File: src/rtl/lobm_pkg.sv
// ----------------------------------------------------------------------------
// lobm_pkg
// Shared types, sizes and codes of the limit order book matcher.
// ----------------------------------------------------------------------------
package lobm_pkg;

	localparam int ORDER_SLOTS = 256;
	localparam int SLOT_W      = $clog2(ORDER_SLOTS);
	localparam int STOCK_COUNT = 5;
	localparam int SIDX_W      = (STOCK_COUNT > 1) ? $clog2(STOCK_COUNT) : 1;

	localparam int ID_W    = 20;
	localparam int STOCK_W = 3;
	localparam int QTY_W   = 16;
	localparam int PRICE_W = 20;
	localparam int VALUE_W = 20;

	typedef enum logic [1:0] {
		FUNC_BUY    = 2'd0,
		FUNC_SELL   = 2'd1,
		FUNC_CANCEL = 2'd2,
		FUNC_QUERY  = 2'd3
	} func_t;

	typedef struct packed {
		logic               is_sell;
		logic [STOCK_W-1:0] stock;
		logic [ID_W-1:0]    id;
		logic [QTY_W-1:0]   qty;
		logic [PRICE_W-1:0] price;
	} entry_t;

	localparam int ENTRY_W = $bits(entry_t);

	typedef struct packed {
		logic load;
		logic scan_start;
		logic scan_run;
		logic fill;
		logic rest;
	} cmd_t;

	typedef struct packed {
		logic need_scan;
		logic is_cancel;
		logic scan_done;
		logic found;
		logic fill_ends;
	} sts_t;

endpackage

File: src/rtl/lobm_ctrl.sv
// ----------------------------------------------------------------------------
// lobm_ctrl
// Sequencer: scans the order table, applies fills, rests remainders and
// issues one result strobe per item.
// ----------------------------------------------------------------------------
module lobm_ctrl (
	input  logic          clk,
	input  logic          arst_n,
	input  logic          start,
	input  lobm_pkg::sts_t sts,
	output lobm_pkg::cmd_t cmd,
	output logic          busy,
	output logic          result_valid
);

	typedef enum logic [2:0] {
		ST_IDLE,
		ST_SCAN,
		ST_DECIDE,
		ST_FILL,
		ST_REST,
		ST_FINISH
	} state_t;

	state_t state_q, state_d;

	always_comb begin
		state_d = state_q;
		cmd     = '0;
		case (state_q)
			ST_IDLE: begin
				if (start) begin
					cmd.load = 1'b1;
					if (sts.need_scan) begin
						cmd.scan_start = 1'b1;
						state_d = ST_SCAN;
					end else begin
						state_d = ST_FINISH;
					end
				end
			end
			ST_SCAN: begin
				cmd.scan_run = 1'b1;
				if (sts.scan_done) begin
					state_d = sts.is_cancel ? ST_FINISH : ST_DECIDE;
				end
			end
			ST_DECIDE: begin
				state_d = sts.found ? ST_FILL : ST_REST;
			end
			ST_FILL: begin
				cmd.fill = 1'b1;
				if (sts.fill_ends) begin
					state_d = ST_FINISH;
				end else begin
					cmd.scan_start = 1'b1;
					state_d = ST_SCAN;
				end
			end
			ST_REST: begin
				cmd.rest = 1'b1;
				state_d = ST_FINISH;
			end
			ST_FINISH: begin
				state_d = ST_IDLE;
			end
			default: begin
				state_d = ST_IDLE;
			end
		endcase
	end

	always_ff @(posedge clk or negedge arst_n) begin
		if (!arst_n) begin
			state_q      <= ST_IDLE;
			busy         <= 1'b0;
			result_valid <= 1'b0;
		end else begin
			state_q      <= state_d;
			busy         <= (state_d != ST_IDLE);
			result_valid <= (state_d == ST_FINISH);
		end
	end

endmodule

File: config.mk
export PLATFORM = sky130hd
export DESIGN_NAME = lobm_ctrl
export DESIGN_NICKNAME = d
export VERILOG_FILES = /design/src/rtl/lobm_pkg.sv /design/src/rtl/lobm_ctrl.sv
export SDC_FILE = /design/constraint.sdc
export NUM_CORES = 1
export LEC_CHECK = 0
export BUFFER_PORTS_ARGS = -buffer_cell sky130_fd_sc_hd__buf_2
export CAP_MARGIN = 20
export CORE_AREA = 3 3 40 42
export DETAILED_ROUTE_END_ITERATION = 10
export DIE_AREA = 0 0 43 45
export PLACE_DENSITY_LB_ADDON = 0.2
export SLEW_MARGIN = 5
export SYNTH_ARGS = -nofsm -noshare
export SYNTH_HDL_FRONTEND = slang
export SYNTH_SLANG_ARGS = --single-unit
export TNS_END_PERCENT = 5
File: constraint.sdc
create_clock -name clk -period 1.2 [get_ports clk]
set_input_delay 0.24 -clock clk [delete_from_list [all_inputs] [get_ports clk]]
set_output_delay 0.24 -clock clk [all_outputs]
set_load 0.02 [all_outputs]
==> results by stage <==
Clock tree:
- The clock tree from TritonCTS is yes.
- Clock tree synthesis inserted a total of 3 buffers.
- The clock latency reported for the late side of the worst-skew pair is 0.24 ns.
- The clock slew at the register clock pins of the worst setup and hold paths is 0.04 ns.
- The clock net sink count is 5.
- The number of levels in the clock H-tree is 1.
- In this run the deepest clock path goes through 2 buffers.
- The library cell used as clock root buffer is clkbuf_4.

GRT:
- The initial antenna violation count came to 0.
- The first global-routing pass estimated 1.33 mm of wire.
- The number of global-route vias before repair came to 306.
- The overflow left after global routing is 0.
- The overall global routing resource usage is 9.31%.
- The pin count of the biggest net entering global routing is 7.

Die:
- The die is 45 µm tall.
- The initialized floorplan defines 13 standard-cell rows.
- The core region is 0.00128 mm².
- Measured along the x axis, the die boundary spans 43 µm.
- In this run the count of I/O pins placed on the die edge is 15.
- The effective utilization at floorplan is 27.9%.
- The die covers 0.00194 mm².

Place:
- Routability-driven placement finished with a final weighted congestion of 0.607.
- In this run, placement finished with an instance count of 67.
- The number of port buffers is 14.
- Summed over all nets, the half-perimeter wirelength after detailed placement is 589 µm.

Synthesis:
- The mapped netlist covers 359 µm².
- The cell count after synthesis came out at 34.
- Averaged over all synthesized cells, the footprint is 10.6 µm².
- The count of cell types in the netlist is 22.
- The mux cell area share after synthesis is 0%.
- The post-synth net total is 42.
- The post-synthesis register bit count is 5.
- Summing the areas of all compound-gate instances in the mapped netlist gives 14.3% of the synthesized area.
- By area, the combinational part of the netlist is dominated by simple AND/OR/NAND/NOR gates.
- The basic-gate share of the synthesized area counting and, or, nand and nor cells is about two fifths.
- The adder-cell share of the synthesized area is 0%.
- The share of the yosys chip area belonging to registers is 34.8%.
- Summing the areas of all xor and xnor instances in the mapped netlist gives 0% of the synthesized area.
- The total of warnings raised by yosys is 0.

STA:
- The period utilization is 128%.
- The minimum period implied by the final worst setup slack is roughly 1.5 ns.
- The setup clock skew after layout is 0.00287 ns.
- The final hold slack is 0.296 ns.
- Setup repair after global routing could not meet its margin everywhere.
- The worst slew slack as a fraction of its limit is 83.6%.
- The actual slew at the worst max-slew pin is 0.245 ns.
- Timing would allow up to 0.650 GHz.
- The total setup violations reported at the end of the flow is 9.
- In the post-route analysis, the smallest setup slack over all paths is -0.338 ns.
- The count of final hold-check violations is 0.
- The count of final max-slew check failures is 0.

Pwr:
- The static power due to leakage is 0.286 nW.
- The internal power is ~0.84 mW.
- The clock network burns 14.2% of the power.
- The worst-case IR drop observed on VDD is 0.000978 V.
- Of the total power, the share spent switching nets is 38.1%.
- The proportion of power drawn by flip-flops and latches is 23.8%.
- In this run the power density over the cells is 2330 mW/mm².
- The part of the power in combinational logic is 62.0%.
- Summed over all nets, the switching power comes to 0.514 mW.

Setup path:
- The signal on the critical path passes through nor4b_4 -> a22o_1 -> buf_4.
- The peak per-stage delay on the critical path is 0.44 ns.
- The required time at the worst-slack endpoint is 0.96 ns.
- The maximum fanout along the worst path is 5.
- The critical path arrival is 1.30 ns.
- The type of element launching the critical path is a flip-flop.
- The kind of critical path is reg2out.
- The library cell contributing the largest single delay on the critical path is dfrtp_2.
- The element type at the critical path end is an output pin.

Detailed routing:
- Wires add up to 786 µm.
- The antenna violation net count after detailed routing is 0.
- The total vias in the final route is between 300 and 400.
- The detailed router finished its first iteration with 8 violations.
- Dividing the detail-routed via count by the number of cells gives 4.35.
- The final routed DRC violation total is 0.
- The detailed-routing iteration count for the pre-antenna-repair pass is 4.
- The wire length per cell after detailed routing is between 10 and 15 µm.

Finish:
- The number of antenna diodes in the final layout is 0.
- In the final design database the tool counted 69 nets.
- In the layout the commonest cells are buf_2 (10), buf_4 (10), buf_6 (4).
- The non-filler instance count after layout is 75.
- The proportion of layout cells with a drive suffix above 1 is 68.3%.
- The area growth from synthesis to layout is 61.0%.

Job:
- The tool flagged a number of max-cap violations equal to 0.

Run status:
- The checks that failed: setup timing.
- The flow ran to the end, but the final reports show violations.

Worst hold path:
- In this run the worst hold path is classified as in2reg.
-- repair_timing --
item | CTS | global route
hold buffers | 1 | 0
buffers inserted | 2 | 1
gates resized for setup | 12 | 3
endpoints found under the hold margin | 5 | 0
pin swaps | 4 | 3
setup endpoints to repair | 9 | 10
-- power by group through the flow --
stage          Clock, mW  Combinational (mW)  Sequential, mW
2_1_floorplan          0               0.502           0.304
3_3_place_gp           0               0.677           0.325
3_5_place_dp           0               0.678           0.325
4_1_cts            0.200               0.818           0.318
5_1_grt            0.205               0.924           0.333
6_report           0.192               0.836           0.321
-- per-layer routing --
layer	vias up	routed length, µm	track usage (%)
li1	169	-	-
met1	151	367	12.6
met2	6	387	13.5
met3	0	30	1.20
met4	0	0	7.23
met5	-	0	0
-- final timing paths --
check	start	end	slack (ns)	cells after the start
worst min-delay path	sts[1]	state_q[1]	0.30	3
worst min register to register	state_q[1]	state_q[0]	0.67	2
max in group asynchronous	arst_n	state_q[1]	0.71	2
worst max-delay path	state_q[1]	cmd[3]	-0.34	3
worst max register to register	state_q[0]	busy	-0.11	5
min in group asynchronous	arst_n	result_valid	0.34	2
-- critical path: cells and delay by family (launching register included) --
kind,cells,cell delay [ns]
simple gates,1,0.32
buf+inv,1,0.13
compound gates,1,0.17
flops,1,0.44
-- through the flow --
| stage | util [%] | TNS, ns | power [mW] | instance area, µm² | worst slack (ns) |
|---|---|---|---|---|---|
| 5_1_grt | 45.0 | -1.97 | 1.46 | 578 | -0.380 |
| 3_3_place_gp | 36.8 | -0.579 | 1.00 | 473 | -0.133 |
| 3_5_place_dp | 36.8 | -0.566 | 1.00 | 473 | -0.136 |
| 4_1_cts | 43.7 | -1.48 | 1.34 | 562 | -0.337 |
| 2_1_floorplan | - | -0.755 | 0.806 | 365 | -0.267 |
| 6_report | 45.0 | -1.28 | 1.35 | 578 | -0.338 |
-- flip-flops by register name, indices dropped and copies added, names as in the netlist --
register,cells
result_valid,1
state_q,3
busy,1
-- kinds of logic after synthesis --
| logic type | count (synthesis) |
|---|---|
| AND/OR/NAND/NOR | 17 |
| flip-flops | 5 |
| AO/OA/AOI/OAI | 6 |
| buffers and inverters | 6 |
-- synth_stat cells --
master    instances  share of area [%]
nor2_1            2                2.1
dfrtp_1           5                 35
nor3_2            1                2.8
nand2b_4          1                3.8
buf_2             1                1.4
or3b_1            1                2.4
buf_6             2                6.3
a21oi_2           1                2.4
o32a_2            1                3.1
a22oi_2           1                3.5
a21oi_1           2                2.8
nand2b_1          2                3.5
or2_4             1                2.4
nand4b_1          1                2.4
nand2_1           1                1.0
nor3b_1           2                4.2
a22o_1            1                2.4
nand3b_1          2                4.2
and3b_1           1                2.4
nor4b_4           1                6.6
and2b_1           1                2.1
inv_1             3                3.1
-- layout make-up --
| cell class | instances | area [µm²] |
|---|---|---|
| multi-input combinational | 23 | 213 |
| timing repair buffer | 25 | 180 |
| fill | 140 | 707 |
| clock buffer | 4 | 26.3 |
| tap | 15 | 18.8 |
| inverter | 3 | 11.3 |
| sequential | 5 | 129 |
Power figures use the tool's default switching activity.
